--- src/hdl/u8sr_pkg.sv ---
// Shared constants and types of the UTF-8 stream reassembler.
`timescale 1ns / 1ps

package u8sr_pkg;

    // Hold buffer geometry
    localparam int HOLD_DEPTH = 64;
    localparam int HOLD_AW    = $clog2(HOLD_DEPTH);
    localparam int CNT_W      = $clog2(HOLD_DEPTH + 1);

    // Field widths
    localparam int SYM_W    = 9;
    localparam int BYTE_W   = 8;
    localparam int STATUS_W = 2;
    localparam int CP_W     = 21;

    // Longest tail that a token end may hold back
    localparam int TAIL_MAX = 3;

    // Command codes
    localparam logic CMD_PUSH  = 1'b0;
    localparam logic CMD_FLUSH = 1'b1;

    // Result status codes
    localparam logic [STATUS_W-1:0] STATUS_OK       = 2'd0;
    localparam logic [STATUS_W-1:0] STATUS_UNMAPPED = 2'd1;
    localparam logic [STATUS_W-1:0] STATUS_OVERFLOW = 2'd2;

    // Outcome of feeding one byte to the character decoder
    typedef enum logic [1:0] {
        DEC_MORE = 2'b00,
        DEC_DONE = 2'b01,
        DEC_BAD  = 2'b10
    } dec_res_t;

    // Commands from the controller to the datapath
    typedef struct packed {
        logic take_item;
        logic push_write;
        logic scan_init;
        logic scan_step;
        logic rd_issue;
        logic emit_init;
        logic emit_load;
        logic err_load;
        logic flush_init;
        logic flush_step;
        logic char_load;
        logic rep_load;
    } dp_cmd_t;

    // Status from the datapath to the controller
    typedef struct packed {
        logic     item_flush;
        logic     item_ok;
        logic     item_tend;
        logic     full;
        logic     empty;
        logic     at_end;
        dec_res_t dec_res;
        logic     scan_accept;
        logic     emit_last;
        logic     out_free;
        logic     char_byte_last;
        logic     char_final;
        logic     rep_final;
    } dp_stat_t;

endpackage

--- src/hdl/u8sr_ram.sv ---
// Generic single-write, single-read RAM with registered read data.
`timescale 1ns / 1ps

module u8sr_ram #(
    parameter int WIDTH = 8,
    parameter int DEPTH = 64
) (
    input  logic                     clk,
    input  logic                     we,
    input  logic [$clog2(DEPTH)-1:0] waddr,
    input  logic [WIDTH-1:0]         wdata,
    input  logic                     re,
    input  logic [$clog2(DEPTH)-1:0] raddr,
    output logic [WIDTH-1:0]         rdata
);

    logic [WIDTH-1:0] mem [DEPTH];
    logic [WIDTH-1:0] rdata_reg;

    always_ff @(posedge clk)
    begin
        if (we)
        begin
            mem[waddr] <= wdata;
        end
        if (re)
        begin
            rdata_reg <= mem[raddr];
        end
    end

    assign rdata = rdata_reg;

endmodule

--- src/hdl/u8sr_dp.sv ---
// Datapath: item latch, hold buffer with pointers, UTF-8 decoder, result register.
`timescale 1ns / 1ps

module u8sr_dp (
    input  logic                              clk,
    input  logic                              rst_n,
    input  u8sr_pkg::dp_cmd_t                 ctl_cmd,
    output u8sr_pkg::dp_stat_t                stat,
    input  logic                              in_cmd,
    input  logic [u8sr_pkg::SYM_W-1:0]        in_symbol,
    input  logic                              in_token_end,
    input  logic                              out_stall,
    output logic                              out_valid,
    output logic [u8sr_pkg::BYTE_W-1:0]       out_byte,
    output logic                              replacement,
    output logic [u8sr_pkg::STATUS_W-1:0]     status,
    output logic                              run_last
);

    localparam int AW  = u8sr_pkg::HOLD_AW;
    localparam int CW  = u8sr_pkg::CNT_W;
    localparam int BW  = u8sr_pkg::BYTE_W;
    localparam int CPW = u8sr_pkg::CP_W;

    typedef struct packed {
        logic          ok;
        logic [BW-1:0] value;
    } map_t;

    // Inverse byte table of the byte-level alphabet
    function automatic map_t sym_to_byte(input logic [u8sr_pkg::SYM_W-1:0] s);
        map_t m;
        m.ok    = 1'b0;
        m.value = '0;
        if ((s >= 9'd33 && s <= 9'd126) || (s >= 9'd161 && s <= 9'd172) ||
            (s >= 9'd174 && s <= 9'd255))
        begin
            m.ok    = 1'b1;
            m.value = s[BW-1:0];
        end
        else if (s >= 9'd256 && s <= 9'd288)
        begin
            m.ok    = 1'b1;
            m.value = s[BW-1:0];
        end
        else if (s >= 9'd289 && s <= 9'd322)
        begin
            m.ok    = 1'b1;
            m.value = BW'(s - 9'd162);
        end
        else if (s == 9'd323)
        begin
            m.ok    = 1'b1;
            m.value = 8'd173;
        end
        return m;
    endfunction

    // Circular address of a logical buffer index
    function automatic logic [AW-1:0] hold_addr(input logic [AW-1:0] b,
                                                input logic [CW-1:0] idx);
        logic [AW:0] sum;
        sum = {1'b0, b} + {1'b0, idx[AW-1:0]};
        if (sum >= (AW+1)'(u8sr_pkg::HOLD_DEPTH))
        begin
            sum = sum - (AW+1)'(u8sr_pkg::HOLD_DEPTH);
        end
        return sum[AW-1:0];
    endfunction

    // Control registers
    logic [CW-1:0] count_reg, count_next;
    logic [AW-1:0] base_reg, base_next;
    logic          out_vld_reg, out_vld_next;

    // Payload and work registers
    logic                          item_flush_reg, item_flush_next;
    logic                          item_ok_reg, item_ok_next;
    logic                          item_tend_reg, item_tend_next;
    logic [BW-1:0]                 item_byte_reg, item_byte_next;
    logic [CW-1:0]                 pos_reg, pos_next;
    logic [CW-1:0]                 bound_reg, bound_next;
    logic [CW-1:0]                 cs_reg, cs_next;
    logic [1:0]                    dcnt_reg, dcnt_next;
    logic [2:0]                    dneed_reg, dneed_next;
    logic [2:0]                    dlen_reg, dlen_next;
    logic [CPW-1:0]                dcp_reg, dcp_next;
    logic [1:0]                    k_reg, k_next;
    logic [BW-1:0]                 cbuf_reg [4];
    logic [BW-1:0]                 cbuf_next [4];
    logic [BW-1:0]                 ob_reg, ob_next;
    logic                          orep_reg, orep_next;
    logic [u8sr_pkg::STATUS_W-1:0] ost_reg, ost_next;
    logic                          olast_reg, olast_next;

    // Buffer port
    logic [BW-1:0] ram_rdata;

    // Decoder
    u8sr_pkg::dec_res_t dec_res;
    logic [2:0]         dec_need;
    logic [CPW-1:0]     dec_cp;
    logic [CPW-1:0]     cp_shift;
    logic [CPW-1:0]     cp_lo;

    map_t          in_map;
    logic          out_take;
    logic [CW-1:0] char_end;
    logic [CW-1:0] cs_plus1;
    logic          char_byte_last;
    logic          char_final;
    logic          rep_final;
    logic          emit_last;

    u8sr_ram #(
        .WIDTH(u8sr_pkg::BYTE_W),
        .DEPTH(u8sr_pkg::HOLD_DEPTH)
    ) u_hold (
        .clk  (clk),
        .we   (ctl_cmd.push_write),
        .waddr(hold_addr(base_reg, count_reg)),
        .wdata(item_byte_reg),
        .re   (ctl_cmd.rd_issue),
        .raddr(hold_addr(base_reg, pos_reg)),
        .rdata(ram_rdata)
    );

    assign in_map   = sym_to_byte(in_symbol);
    assign out_take = out_vld_reg && !out_stall;

    // One byte of the character decoder
    assign cp_shift = {dcp_reg[CPW-7:0], ram_rdata[5:0]};

    always_comb
    begin
        unique case (dneed_reg)
            3'd2:    cp_lo = 21'h00080;
            3'd3:    cp_lo = 21'h00800;
            default: cp_lo = 21'h10000;
        endcase
    end

    always_comb
    begin
        dec_res  = u8sr_pkg::DEC_BAD;
        dec_need = dneed_reg;
        dec_cp   = cp_shift;
        if (dcnt_reg == 2'd0)
        begin
            dec_cp = {{(CPW-BW){1'b0}}, ram_rdata};
            priority if (ram_rdata[7] == 1'b0)
            begin
                dec_res  = u8sr_pkg::DEC_DONE;
                dec_need = 3'd1;
            end
            else if ((ram_rdata & 8'he0) == 8'hc0)
            begin
                dec_res  = u8sr_pkg::DEC_MORE;
                dec_need = 3'd2;
                dec_cp   = {{(CPW-5){1'b0}}, ram_rdata[4:0]};
            end
            else if ((ram_rdata & 8'hf0) == 8'he0)
            begin
                dec_res  = u8sr_pkg::DEC_MORE;
                dec_need = 3'd3;
                dec_cp   = {{(CPW-4){1'b0}}, ram_rdata[3:0]};
            end
            else if ((ram_rdata & 8'hf8) == 8'hf0)
            begin
                dec_res  = u8sr_pkg::DEC_MORE;
                dec_need = 3'd4;
                dec_cp   = {{(CPW-3){1'b0}}, ram_rdata[2:0]};
            end
            else
            begin
                dec_res = u8sr_pkg::DEC_BAD;
            end
        end
        else
        begin
            priority if (ram_rdata[7:6] != 2'b10)
            begin
                dec_res = u8sr_pkg::DEC_BAD;
            end
            else if ({1'b0, dcnt_reg} + 3'd1 != dneed_reg)
            begin
                dec_res = u8sr_pkg::DEC_MORE;
            end
            else if (cp_shift < cp_lo || cp_shift > 21'h10ffff ||
                     (cp_shift >= 21'h0d800 && cp_shift <= 21'h0dfff))
            begin
                dec_res = u8sr_pkg::DEC_BAD;
            end
            else
            begin
                dec_res = u8sr_pkg::DEC_DONE;
            end
        end
    end

    assign char_end       = cs_reg + {{(CW-3){1'b0}}, dlen_reg};
    assign cs_plus1       = cs_reg + CW'(1);
    assign char_byte_last = ({1'b0, k_reg} == dlen_reg - 3'd1);
    assign char_final     = char_byte_last && (char_end == count_reg);
    assign rep_final      = (cs_plus1 == count_reg);
    assign emit_last      = (pos_reg + CW'(1) == bound_reg);

    always_comb
    begin
        stat.item_flush     = item_flush_reg;
        stat.item_ok        = item_ok_reg;
        stat.item_tend      = item_tend_reg;
        stat.full           = (count_reg == CW'(u8sr_pkg::HOLD_DEPTH));
        stat.empty          = (count_reg == '0);
        stat.at_end         = (pos_reg == count_reg);
        stat.dec_res        = dec_res;
        stat.scan_accept    = (bound_reg == count_reg) ||
                              (bound_reg != '0 &&
                               (count_reg - bound_reg) <= CW'(u8sr_pkg::TAIL_MAX));
        stat.emit_last      = emit_last;
        stat.out_free       = !out_vld_reg || !out_stall;
        stat.char_byte_last = char_byte_last;
        stat.char_final     = char_final;
        stat.rep_final      = rep_final;
    end

    always_comb
    begin
        count_next      = count_reg;
        base_next       = base_reg;
        item_flush_next = item_flush_reg;
        item_ok_next    = item_ok_reg;
        item_tend_next  = item_tend_reg;
        item_byte_next  = item_byte_reg;
        pos_next        = pos_reg;
        bound_next      = bound_reg;
        cs_next         = cs_reg;
        dcnt_next       = dcnt_reg;
        dneed_next      = dneed_reg;
        dlen_next       = dlen_reg;
        dcp_next        = dcp_reg;
        k_next          = k_reg;
        cbuf_next       = cbuf_reg;
        ob_next         = ob_reg;
        orep_next       = orep_reg;
        ost_next        = ost_reg;
        olast_next      = olast_reg;
        out_vld_next    = out_take ? 1'b0 : out_vld_reg;

        // Latch the accepted item
        if (ctl_cmd.take_item)
        begin
            item_flush_next = (in_cmd == u8sr_pkg::CMD_FLUSH);
            item_ok_next    = in_map.ok;
            item_tend_next  = in_token_end;
            item_byte_next  = in_map.value;
        end

        if (ctl_cmd.push_write)
        begin
            count_next = count_reg + CW'(1);
        end

        if (ctl_cmd.scan_init)
        begin
            pos_next   = '0;
            bound_next = '0;
            dcnt_next  = '0;
        end

        if (ctl_cmd.flush_init)
        begin
            pos_next  = '0;
            cs_next   = '0;
            dcnt_next = '0;
            k_next    = '0;
        end

        // Advance the validity scan; bound marks the end of the last good character
        if (ctl_cmd.scan_step)
        begin
            unique case (dec_res)
                u8sr_pkg::DEC_MORE:
                begin
                    dcnt_next  = dcnt_reg + 2'd1;
                    dneed_next = dec_need;
                    dcp_next   = dec_cp;
                    pos_next   = pos_reg + CW'(1);
                end
                u8sr_pkg::DEC_DONE:
                begin
                    dcnt_next  = '0;
                    pos_next   = pos_reg + CW'(1);
                    bound_next = pos_reg + CW'(1);
                end
                default:
                begin
                end
            endcase
        end

        // Collect one character for flush
        if (ctl_cmd.flush_step)
        begin
            unique case (dec_res)
                u8sr_pkg::DEC_MORE:
                begin
                    cbuf_next[dcnt_reg] = ram_rdata;
                    dcnt_next           = dcnt_reg + 2'd1;
                    dneed_next          = dec_need;
                    dcp_next            = dec_cp;
                    pos_next            = pos_reg + CW'(1);
                end
                u8sr_pkg::DEC_DONE:
                begin
                    cbuf_next[dcnt_reg] = ram_rdata;
                    dlen_next           = {1'b0, dcnt_reg} + 3'd1;
                    k_next              = '0;
                end
                default:
                begin
                end
            endcase
        end

        if (ctl_cmd.emit_init)
        begin
            pos_next = '0;
        end

        // Emit the accepted prefix; release it from the buffer on its last byte
        if (ctl_cmd.emit_load)
        begin
            out_vld_next = 1'b1;
            ob_next      = ram_rdata;
            orep_next    = 1'b0;
            ost_next     = u8sr_pkg::STATUS_OK;
            olast_next   = emit_last;
            pos_next     = pos_reg + CW'(1);
            if (emit_last)
            begin
                count_next = count_reg - bound_reg;
                base_next  = (bound_reg == count_reg) ? '0 : hold_addr(base_reg, bound_reg);
            end
        end

        if (ctl_cmd.err_load)
        begin
            out_vld_next = 1'b1;
            ob_next      = '0;
            orep_next    = 1'b0;
            ost_next     = item_ok_reg ? u8sr_pkg::STATUS_OVERFLOW
                                       : u8sr_pkg::STATUS_UNMAPPED;
            olast_next   = 1'b1;
        end

        if (ctl_cmd.char_load)
        begin
            out_vld_next = 1'b1;
            ob_next      = cbuf_reg[k_reg];
            orep_next    = 1'b0;
            ost_next     = u8sr_pkg::STATUS_OK;
            olast_next   = char_final;
            if (char_byte_last)
            begin
                cs_next   = char_end;
                pos_next  = char_end;
                dcnt_next = '0;
                k_next    = '0;
                if (char_final)
                begin
                    count_next = '0;
                    base_next  = '0;
                end
            end
            else
            begin
                k_next = k_reg + 2'd1;
            end
        end

        if (ctl_cmd.rep_load)
        begin
            out_vld_next = 1'b1;
            ob_next      = '0;
            orep_next    = 1'b1;
            ost_next     = u8sr_pkg::STATUS_OK;
            olast_next   = rep_final;
            cs_next      = cs_plus1;
            pos_next     = cs_plus1;
            dcnt_next    = '0;
            if (rep_final)
            begin
                count_next = '0;
                base_next  = '0;
            end
        end
    end

    always_ff @(posedge clk or negedge rst_n)
    begin
        if (!rst_n)
        begin
            count_reg   <= '0;
            base_reg    <= '0;
            out_vld_reg <= 1'b0;
        end
        else
        begin
            count_reg   <= count_next;
            base_reg    <= base_next;
            out_vld_reg <= out_vld_next;
        end
    end

    always_ff @(posedge clk)
    begin
        item_flush_reg <= item_flush_next;
        item_ok_reg    <= item_ok_next;
        item_tend_reg  <= item_tend_next;
        item_byte_reg  <= item_byte_next;
        pos_reg        <= pos_next;
        bound_reg      <= bound_next;
        cs_reg         <= cs_next;
        dcnt_reg       <= dcnt_next;
        dneed_reg      <= dneed_next;
        dlen_reg       <= dlen_next;
        dcp_reg        <= dcp_next;
        k_reg          <= k_next;
        cbuf_reg       <= cbuf_next;
        ob_reg         <= ob_next;
        orep_reg       <= orep_next;
        ost_reg        <= ost_next;
        olast_reg      <= olast_next;
    end

    assign out_valid   = out_vld_reg;
    assign out_byte    = ob_reg;
    assign replacement = orep_reg;
    assign status      = ost_reg;
    assign run_last    = olast_reg;

endmodule

--- src/hdl/u8sr_ctl.sv ---
// Controller: sequences push, error results, token-end scan and emit, and flush.
`timescale 1ns / 1ps

module u8sr_ctl (
    input  logic                clk,
    input  logic                rst_n,
    input  logic                in_valid,
    output logic                in_stall,
    input  u8sr_pkg::dp_stat_t  stat,
    output u8sr_pkg::dp_cmd_t   ctl_cmd
);

    typedef enum logic [11:0] {
        ST_IDLE   = 12'b000000000001,
        ST_DISP   = 12'b000000000010,
        ST_ERR    = 12'b000000000100,
        ST_SC_RD  = 12'b000000001000,
        ST_SC_CHK = 12'b000000010000,
        ST_DECIDE = 12'b000000100000,
        ST_EM_RD  = 12'b000001000000,
        ST_EM_LD  = 12'b000010000000,
        ST_FL_RD  = 12'b000100000000,
        ST_FL_CHK = 12'b001000000000,
        ST_FL_EM  = 12'b010000000000,
        ST_FL_REP = 12'b100000000000
    } state_t;

    state_t state_reg, state_next;

    always_comb
    begin
        state_next = state_reg;
        ctl_cmd    = '0;
        unique case (state_reg)
            ST_IDLE:
            begin
                if (in_valid)
                begin
                    ctl_cmd.take_item = 1'b1;
                    state_next        = ST_DISP;
                end
            end
            ST_DISP:
            begin
                priority if (stat.item_flush)
                begin
                    if (stat.empty)
                    begin
                        state_next = ST_IDLE;
                    end
                    else
                    begin
                        ctl_cmd.flush_init = 1'b1;
                        state_next         = ST_FL_RD;
                    end
                end
                else if (!stat.item_ok || stat.full)
                begin
                    state_next = ST_ERR;
                end
                else
                begin
                    ctl_cmd.push_write = 1'b1;
                    if (stat.item_tend)
                    begin
                        ctl_cmd.scan_init = 1'b1;
                        state_next        = ST_SC_RD;
                    end
                    else
                    begin
                        state_next = ST_IDLE;
                    end
                end
            end
            ST_ERR:
            begin
                if (stat.out_free)
                begin
                    ctl_cmd.err_load = 1'b1;
                    state_next       = ST_IDLE;
                end
            end
            ST_SC_RD:
            begin
                if (stat.at_end)
                begin
                    state_next = ST_DECIDE;
                end
                else
                begin
                    ctl_cmd.rd_issue = 1'b1;
                    state_next       = ST_SC_CHK;
                end
            end
            ST_SC_CHK:
            begin
                ctl_cmd.scan_step = 1'b1;
                state_next = (stat.dec_res == u8sr_pkg::DEC_BAD) ? ST_DECIDE : ST_SC_RD;
            end
            ST_DECIDE:
            begin
                if (stat.scan_accept)
                begin
                    ctl_cmd.emit_init = 1'b1;
                    state_next        = ST_EM_RD;
                end
                else
                begin
                    state_next = ST_IDLE;
                end
            end
            ST_EM_RD:
            begin
                if (stat.out_free)
                begin
                    ctl_cmd.rd_issue = 1'b1;
                    state_next       = ST_EM_LD;
                end
            end
            ST_EM_LD:
            begin
                ctl_cmd.emit_load = 1'b1;
                state_next        = stat.emit_last ? ST_IDLE : ST_EM_RD;
            end
            ST_FL_RD:
            begin
                if (stat.at_end)
                begin
                    state_next = ST_FL_REP;
                end
                else
                begin
                    ctl_cmd.rd_issue = 1'b1;
                    state_next       = ST_FL_CHK;
                end
            end
            ST_FL_CHK:
            begin
                ctl_cmd.flush_step = 1'b1;
                unique case (stat.dec_res)
                    u8sr_pkg::DEC_DONE: state_next = ST_FL_EM;
                    u8sr_pkg::DEC_MORE: state_next = ST_FL_RD;
                    default:            state_next = ST_FL_REP;
                endcase
            end
            ST_FL_EM:
            begin
                if (stat.out_free)
                begin
                    ctl_cmd.char_load = 1'b1;
                    priority if (stat.char_final)
                    begin
                        state_next = ST_IDLE;
                    end
                    else if (stat.char_byte_last)
                    begin
                        state_next = ST_FL_RD;
                    end
                    else
                    begin
                        state_next = ST_FL_EM;
                    end
                end
            end
            ST_FL_REP:
            begin
                if (stat.out_free)
                begin
                    ctl_cmd.rep_load = 1'b1;
                    state_next       = stat.rep_final ? ST_IDLE : ST_FL_RD;
                end
            end
            default:
            begin
                state_next = ST_IDLE;
            end
        endcase
    end

    always_ff @(posedge clk or negedge rst_n)
    begin
        if (!rst_n)
        begin
            state_reg <= ST_IDLE;
        end
        else
        begin
            state_reg <= state_next;
        end
    end

    assign in_stall = (state_reg != ST_IDLE);

endmodule

--- src/hdl/utf8_stream_reassembler.sv ---
// Top level of the UTF-8 stream reassembler: controller plus datapath.
`timescale 1ns / 1ps

//  channel | direction | handshake            | payload
//  in      | input     | in_valid / in_stall  | cmd, symbol, token_end
//  out     | output    | out_valid / out_stall| out_byte, replacement, status, run_last
//
//  An unmapped or overflowing push waits in the error state for the result
//  register. A token end scans the held bytes one at a time through the one
//  read port of the hold RAM and its registered read, then emits the prefix.
//  A flush emits each held good character and a replacement for each bad byte.
//  rst_n clears the controller, the fill count, the read base and out_valid;
//  the hold RAM is not cleared and only entries below the fill count are read.
//  out_stall holds the result register; the sequencer waits until it is free.

module utf8_stream_reassembler (
    input  logic                              clk,
    input  logic                              rst_n,
    input  logic                              in_valid,
    output logic                              in_stall,
    input  logic                              cmd,
    input  logic [u8sr_pkg::SYM_W-1:0]        symbol,
    input  logic                              token_end,
    output logic                              out_valid,
    input  logic                              out_stall,
    output logic [u8sr_pkg::BYTE_W-1:0]       out_byte,
    output logic                              replacement,
    output logic [u8sr_pkg::STATUS_W-1:0]     status,
    output logic                              run_last
);

    // Command and status buses between the sequencer and the datapath
    u8sr_pkg::dp_cmd_t  dp_cmd;
    u8sr_pkg::dp_stat_t dp_stat;

    // Sequencer: takes one item at a time and steps it through the datapath
    u8sr_ctl u_ctl (
        .clk     (clk),
        .rst_n   (rst_n),
        .in_valid(in_valid),
        .in_stall(in_stall),
        .stat    (dp_stat),
        .ctl_cmd (dp_cmd)
    );

    // Datapath: hold RAM as a circular buffer, character decoder, result register
    u8sr_dp u_dp (
        .clk         (clk),
        .rst_n       (rst_n),
        .ctl_cmd     (dp_cmd),
        .stat        (dp_stat),
        .in_cmd      (cmd),
        .in_symbol   (symbol),
        .in_token_end(token_end),
        .out_stall   (out_stall),
        .out_valid   (out_valid),
        .out_byte    (out_byte),
        .replacement (replacement),
        .status      (status),
        .run_last    (run_last)
    );

endmodule
--- config.mk ---
export PLATFORM = sky130hd
export DESIGN_NAME = utf8_stream_reassembler
export DESIGN_NICKNAME = d
export VERILOG_FILES = /design/src/hdl/u8sr_pkg.sv /design/src/hdl/u8sr_ram.sv /design/src/hdl/u8sr_dp.sv /design/src/hdl/u8sr_ctl.sv /design/src/hdl/utf8_stream_reassembler.sv
export SDC_FILE = /design/constraint.sdc
export NUM_CORES = 1
export LEC_CHECK = 0
export ABC_AREA = 1
export BUFFER_PORTS_ARGS = -buffer_cell sky130_fd_sc_hd__buf_2
export CAP_MARGIN = 0
export CORE_MARGIN = 4
export CORE_UTILIZATION = 25
export CTS_BUF_LIST = sky130_fd_sc_hd__clkbuf_8 sky130_fd_sc_hd__clkbuf_16
export DETAILED_ROUTE_END_ITERATION = 12
export GPL_ROUTABILITY_DRIVEN = 0
export PLACE_DENSITY_LB_ADDON = 0.1
export RECOVER_POWER = 25
export SLEW_MARGIN = 20
export SYNTH_ARGS = -nofsm -noshare
export SYNTH_HDL_FRONTEND = slang
export SYNTH_SLANG_ARGS = --single-unit
--- constraint.sdc ---
create_clock -name clk -period 3 [get_ports clk]
set_input_delay 0.45 -clock clk [delete_from_list [all_inputs] [get_ports clk]]
set_output_delay 0.45 -clock clk [all_outputs]
set_load 0.01 [all_outputs]
After elaboration in Yosys (flattened, before gate mapping)

Memory sizes are Yosys's and may differ from the RTL's. A register that Yosys moved wholly into a read port is not among the register bits.
Index checks and enable logic that the tools add are counted.

RAM bits: 512
Register bits after elaboration: 133
Output and inout bits: 14
Input port bits: 15
Memories kept: 1
Word-level logic and storage cells: 280

Bitwise operators: 2
Magnitude comparators: 21
Equal/unequal tests: 35
Mux-type cells: 146
Reduce and logical (&&, ||, !) cells: 35
Add/subtract/negate cells: 16

Memories:

| name            | words | width | read ports | clocked after memory_dff | write ports | line           | text |
|---|---|---|---|---|---|---|---|
| u_dp.u_hold.mem | 64    | 8     | 1          | 1                        | 1           | u8sr_ram.sv:17 | `logic [WIDTH-1:0] mem [DEPTH];` |

Operator list:

| cell                                                                 | number |
|---|---|
| two-way mux 7 bit                                                    | 28 |
| two-way mux 21 bit                                                   | 8 |
| case mux 12 bit (12 select lines)                                    | 1 |
| two-way mux 12 bit                                                   | 7 |
| two-way mux 8 bit                                                    | 10 |
| two-way mux 6 bit                                                    | 13 |
| two-way mux 2 bit                                                    | 26 |
| equality test 7 bit                                                  | 5 |
| case mux 17 bit (2 select lines)                                     | 1 |
| bitwise mux 32 bit                                                   | 1 |
| two-way mux 1 bit                                                    | 30 |
| two-way mux 3 bit                                                    | 9 |
| two-way mux 9 bit                                                    | 3 |
| case mux 12 bit (2 select lines)                                     | 1 |
| two-way mux 11 bit                                                   | 2 |
| adder 6 x 6 -> 7 bit                                                 | 3 |
| adder 7 x 1 -> 7 bit (second input constant)                         | 3 |
| greater-or-equal comparator 21 x 16 -> 1 bit (second input constant) | 1 |
| greater-or-equal comparator 7 bit (second input constant)            | 3 |
| > comparator 21 bit (second input constant)                          | 1 |
| <= comparator 21 x 16 -> 1 bit (second input constant)               | 1 |
| < comparator 21 x 17 -> 1 bit                                        | 1 |
| greater-or-equal comparator 9 x 8 -> 1 bit (second input constant)   | 2 |
| greater-or-equal comparator 9 bit (second input constant)            | 2 |
| other kinds (58)                                                     | 93 |

Depth between registers and ports, before layout

Depth in word-level cells: 20
Gate-level depth with buffers: 24
Mapped depth without buffers: 24

Modules after synthesis

From an unflattened synthesis, not the netlist that was laid out.

Cell total of the unflattened synthesis: 2923
Area total of the unflattened synthesis: 29823.6 um^2

Modules (own cells, without submodules):

| module   | cells an instance | times used | seq. area each (um^2) | area an instance (um^2) |
|---|---|---|---|---|
| u8sr_ram | 1820              | 1          | 15615.0               | 21384.3 |
| u8sr_dp  | 931               | 1          | 2842.7                | 7363.3 |
| u8sr_ctl | 172               | 1          | 301.5                 | 1076.0 |

Least setup slack after synthesis

Ideal clock, no wire load.

Path kind: reg2reg
From: register u_dp.count_reg[2]
To: memory u_dp.u_hold.mem[16][0], enable pin
Data arrival time: 2306 ps
Path buffers: 0
Setup time: 370 ps
Clock period less this slack: 2676 ps
Setup slack: 324 ps
Required time: 2630 ps
Stages on the path, launching flop included: 14
Cell sequence: dfrtp_1 ha_1 nand3_1 and2_1 nor2_1 nor2_1 nor2_1 nor2_1 or2_2 nand2_1 inv_1 nor2_1 nand2_1 nor2_1

Word-level cells in the longest chain between the ends: 7
Elaborated cells on any way between the ends: 11
Classes of those cells: add/sub (2); order compare (1); eq/ne (1); mux (6); reduce/logical (1)

RTL lines:

| item                                                                         | line           | text |
|---|---|---|
| start, declared                                                              | u8sr_dp.sv:72  | `logic [CW-1:0] count_reg, count_next;` |
| start signal, assigned                                                       | u8sr_dp.sv:410 | `count_reg <= count_next;` |
| parallel branches: the longest is 7 deep, another holds adder 6 x 6 -> 7 bit | n/a            |  |
| end, declared                                                                | u8sr_ram.sv:17 |  |

Several ways; the timed one is not identified.

Worst setup path after layout

From: register u_dp.base_reg[0]
To: register u_dp.u_hold.rdata_reg[7] (netlist: u_dp.u_hold.rdata[7]), read port of u_dp.u_hold.mem (data pin)

Word-level cells in the longest chain between the ends: 3
Elaborated cells on any way between the ends: 4
Classes of those cells: add/sub (2); order compare (1); mux (1)

RTL lines:

| item                                                                                  | line                         | text |
|---|---|---|
| start, declared                                                                       | u8sr_dp.sv:73                | `logic [AW-1:0] base_reg, base_next;` |
| start signal, assigned                                                                | u8sr_dp.sv:411               | `base_reg <= base_next;` |
| adder 6 x 6 -> 7 bit (*)                                                              | u8sr_dp.sv:63                | `sum = {1'b0, b} + {1'b0, idx[AW-1:0]};` |
| subtractor 6 x 1 -> 6 bit / greater-or-equal comparator 7 bit (equally long branches) | u8sr_dp.sv:66, u8sr_dp.sv:64 |  |
| two-way mux 6 bit (*)                                                                 | u8sr_dp.sv:64                | `if (sum >= (AW+1)'(u8sr_pkg::HOLD_DEPTH))` |
| end, declared                                                                         | u8sr_ram.sv:18               | `logic [WIDTH-1:0] rdata_reg;` |

Mark *: on every way between the ends. The rest lies on a longest branch, timed or not.
A chain may end at the register's enable or synchronous reset.

==> impl_metrics.csv <==
group,metric,value,unit
hold_path,hold_depth,3,
floorplanning,rows,124,
worst_setup_path,cp.arrival,3530,ps
floorplanning,die-area,120800,µm²
final_layout,drive_gt1_share,19.43,%
cts,cts_root_buffer,"clkbuf_16",
cts,cts_tree,"built",
route,antenna_left,0,
synthesis,ys.flop_type,"edfxtp_1",
global_route,antenna_found_initial,2,
sta,max_clock_freq,0.3308,GHz
place,dp.cells,4162,
hold_path,hold_start,"out_stall",
worst_setup_path,required,3510,ps
global_route,gr-usage-all-layers,14.95,%
worst_setup_path,path_max_fanout,5,
sta,slew_headroom,-28.06,%
sta,final.period_utilization,100.8,%
synthesis,synth_edf_count,576,
worst_setup_path,r2r-start,"u_dp.base_reg[0]",
worst_setup_path,cpMostUsedCell,"buf_12",
floorplanning,initial_core_util,25.22,%
synthesis,ys_seq_elements,647,
route,drt_iter0_drc,1506,
worst_setup_path,crit_family,"adder cells",
worst_setup_path,worst-path-buf-inv,4,
place,io_buffers,28,
final_layout,final_cells,4342,
route,route.vias.total,20349,
sta,worstMarginPinSlew,1921,ps
synthesis,synthArstFlopShare,4.019,%
floorplanning,pin_count,29,
sta,finalHoldViolCount,0,
synthesis,synthSimpleGateAreaFrac,14.90,%
sta,setup-violations-final,1,
synthesis,synth-xor-area-share,1.875,%
worst_setup_path,end_kind,"register",
power_and_ir_drop,power_density,1097,nW/µm²
synthesis,synth_area_per_cell,11.44,µm²
global_route,use_met3,2.649,%
final_layout,design_area,36210,µm²
synthesis,synth_top_area_share,59.99,%
final_layout,fin_nets,2823,
synthesis,synthAdderAreaFrac,1.953,%
global_route,grt-ovfl-total,0,
synthesis,synth_top_area_cell,"edfxtp_1",
synthesis,synth_compound_area_share,9.842,%
route,wl_per_cell,21.41,µm
floorplanning,die_h,347.6,µm
global_route,grt.met1_usage,19.93,%
global_route,grt.busiest_layer,"met2",
worst_setup_path,rr_worst_depth,14,
route,avgViaCountPerCell,4.687,
synthesis,synth.distinct_cells,61,
route,route.detailed.drc,0,
synthesis,muxShareOfSynthArea,2.222,%
synthesis,synthCells,2521,
floorplanning,core_area,114300,µm²
worst_setup_path,crit_type,"register to register",
global_route,grt_max_degree,79,
route,firstDrtPassIters,5,
synthesis,synth_area_leaders,"edfxtp_1 (60%), nor2_1 (6.1%), nand2_1 (4.3%), dfxtp_1 (3.1%), o21ai_0 (3.1%)",
cts,cts.sink_count,647,
place,dp_hpwl,59060,µm
worst_setup_path,slowest_delay,840,ps
global_route,use_met2,24.58,%
sta,timing.final.max_slew_violations,482,
cts,cts_buffers,82,
synthesis,ys_seq_area_share,65.37,%
sta,fin_ws,-23.24,ps
global_route,grt_pass1_wl,135800,µm
power_and_ir_drop,fin_total_pwr,39.72,mW
floorplanning,die_w,347.6,µm
worst_setup_path,crit_slowest_cell,"fa_4",
sta,layout_min_cycle_time,3023,ps
worst_setup_path,reg2reg_slack,-20,ps
sta,rsz0062_at_grt,"yes",
final_layout,final_common_cell,"edfxtp_1",
power_and_ir_drop,ir_worst_vdd,0.6736,mV
final_layout,largest_register_ff_count,512,
synthesis,syn_nets,2578,
global_route,grt_pass1_vias,20506,
synthesis,ys_warn_count,0,
worst_setup_path,worstSetupStartpointType,"register",
hold_path,min_path_type,"input pin to register",
cts,insertion_delay,660,ps
cts,h-tree-depth,3,
final_layout,diodes,0,
outcome,status,"finished with violations",
final_layout,syn_to_final_growth,25.59,%
cts,cts.path.max_buffers,3,
synthesis,synth_top_family_by_area,"simple AND/OR/NAND/NOR gates",
power_and_ir_drop,p_leak,13.28,nW
cts,path_clk_slew,60,ps
outcome,violations,"capacitance limit, slew limit, setup timing",
worst_setup_path,timing.rr.end,"u_dp.u_hold.rdata[7]",
synthesis,synth_area,28830,µm²
sta,fin_skew,43.77,ps
job,drv_cap,8,
worst_setup_path,crit_chain,"ha_4 -> fa_4 -> buf_12 -> buf_16 -> buf_12 -> buf_8 -> o21ai_2 -> o221ai_1 -> nand3_1 -> nand2_1 -> nand2_2 -> o31ai_4 -> nor2_1 -> a31oi_1",
place,dp_slack,-283.0,ps
hold_path,hold_end,"u_dp.out_valid",
place,dpl_cell_area,32360,µm²
final_layout,final_cell_mix,"edfxtp_1 (576), nor2_1 (444), nand2_1 (312)",
final_layout,fin_util,31.67,%
route,wl,92980,µm
## cell usage after synthesis, types with 3 or more instances
library cell  number
a211oi_1           3
a211oi_2           5
a21oi_1           36
a221oi_1           3
a22oi_1            5
a31oi_1           15
buf_1             10
buf_2             37
buf_4              7
clkbuf_1          60
dfrtp_1           25
dfxtp_1           45
edfxtp_1         576
fa_1               5
ha_1              37
inv_1            145
inv_2             10
mux2i_1           64
nand2_1          330
nand2_2            9
nand2_4            4
nand3_1          102
nand3_2            3
nand3b_1          10
nand4_1           21
nor2_1           468
nor2_2            10
nor2_4             7
nor3_1            25
nor4_1             6
o211ai_1           6
o21ai_0          180
o21ai_1            5
o21bai_1           3
o221ai_1          65
o22ai_1           14
o31ai_1           11
o32ai_1           68
or2_2              4
xnor2_1           17
xor2_1            41
## how the worst max path moves through the flow
stage,from,end,slack [ps],cells past startpoint
floorplan,u_dp.count_reg[2],u_dp.u_hold.mem[16][0],320,13
global placement,u_dp.base_reg[0],u_dp.u_hold.rdata[1],-240,12
detailed placement,u_dp.base_reg[0],u_dp.u_hold.rdata[1],-280,12
CTS,u_dp.base_reg[0],u_dp.u_hold.rdata[2],-90,14
global route,u_dp.base_reg[0],u_dp.u_hold.rdata[2],-130,14
finish,u_dp.base_reg[0],u_dp.u_hold.rdata[7],-20,14
## repair_timing
| action | in CTS | in global routing |
|---|---|---|
| hold endpoints to repair | 28 | 0 |
| buffers inserted | 16 | 5 |
| hold buffers | 4 | 0 |
| gates resized for setup | 74 | 85 |
| cloned | 5 | 2 |
| pin swaps | 46 | 51 |
| setup endpoints to repair | 11 | 467 |
## layer usage
| layer | wire (µm) | up-vias |
|---|---|---|
| li1 | - | 9577 |
| met1 | 42160 | 10150 |
| met2 | 43930 | 452 |
| met3 | 3770 | 168 |
| met4 | 3113 | 2 |
| met5 | 9 | - |
## worst reg2reg max path: cells and delay by family, from the launching register on
| kind | cells | cell delay, ps |
|---|---|---|
| fa+ha+maj | 2 | 1010 |
| buf+inv | 4 | 570 |
| compound gates | 4 | 480 |
| simple gates | 4 | 430 |
| flops | 1 | 400 |
## kinds of logic (layout without fill, tap and decap cells)
group / after synthesis / in the layout
flops: 647 / 647
simple gates: 1010 / 1010
buf+inv: 271 / 580
compound gates: 427 / 427
xor+xnor: 60 / 60
fa+ha+maj: 42 / 42
mux: 64 / 64
## through the flow
| stage | setup TNS (ps) | hold WS [ps] |
|---|---|---|
| after global placement | -665.5 | 438.9 |
| after detailed placement | -788.1 | 440.8 |
| after global routing | -1033 | 83.87 |
| after floorplan | 0 | 154.4 |
| after CTS | -569.3 | 30.07 |
| final | -23.24 | 87.74 |
## final cells by class
type                    count  area (µm²)
clock buffers              86        2118
multi-input cells        1603        9379
repair buffers            277        2656
flip-flops and latches    647       18850
fillers                 11491       78130
clock inverters            62       725.7
inverters                 155       586.8
well taps                1512        1892
## power by group
| part | total [mW] | internal (mW) | switching (mW) |
|---|---|---|---|
| clock network | 10.3 | 6.34 | 4.01 |
| registers | 10.8 | 10.6 | 0.217 |
| logic | 18.5 | 6.90 | 11.6 |
| total | 39.7 | 23.9 | 15.9 |
Note: power is estimated with default switching activity, not from simulation.
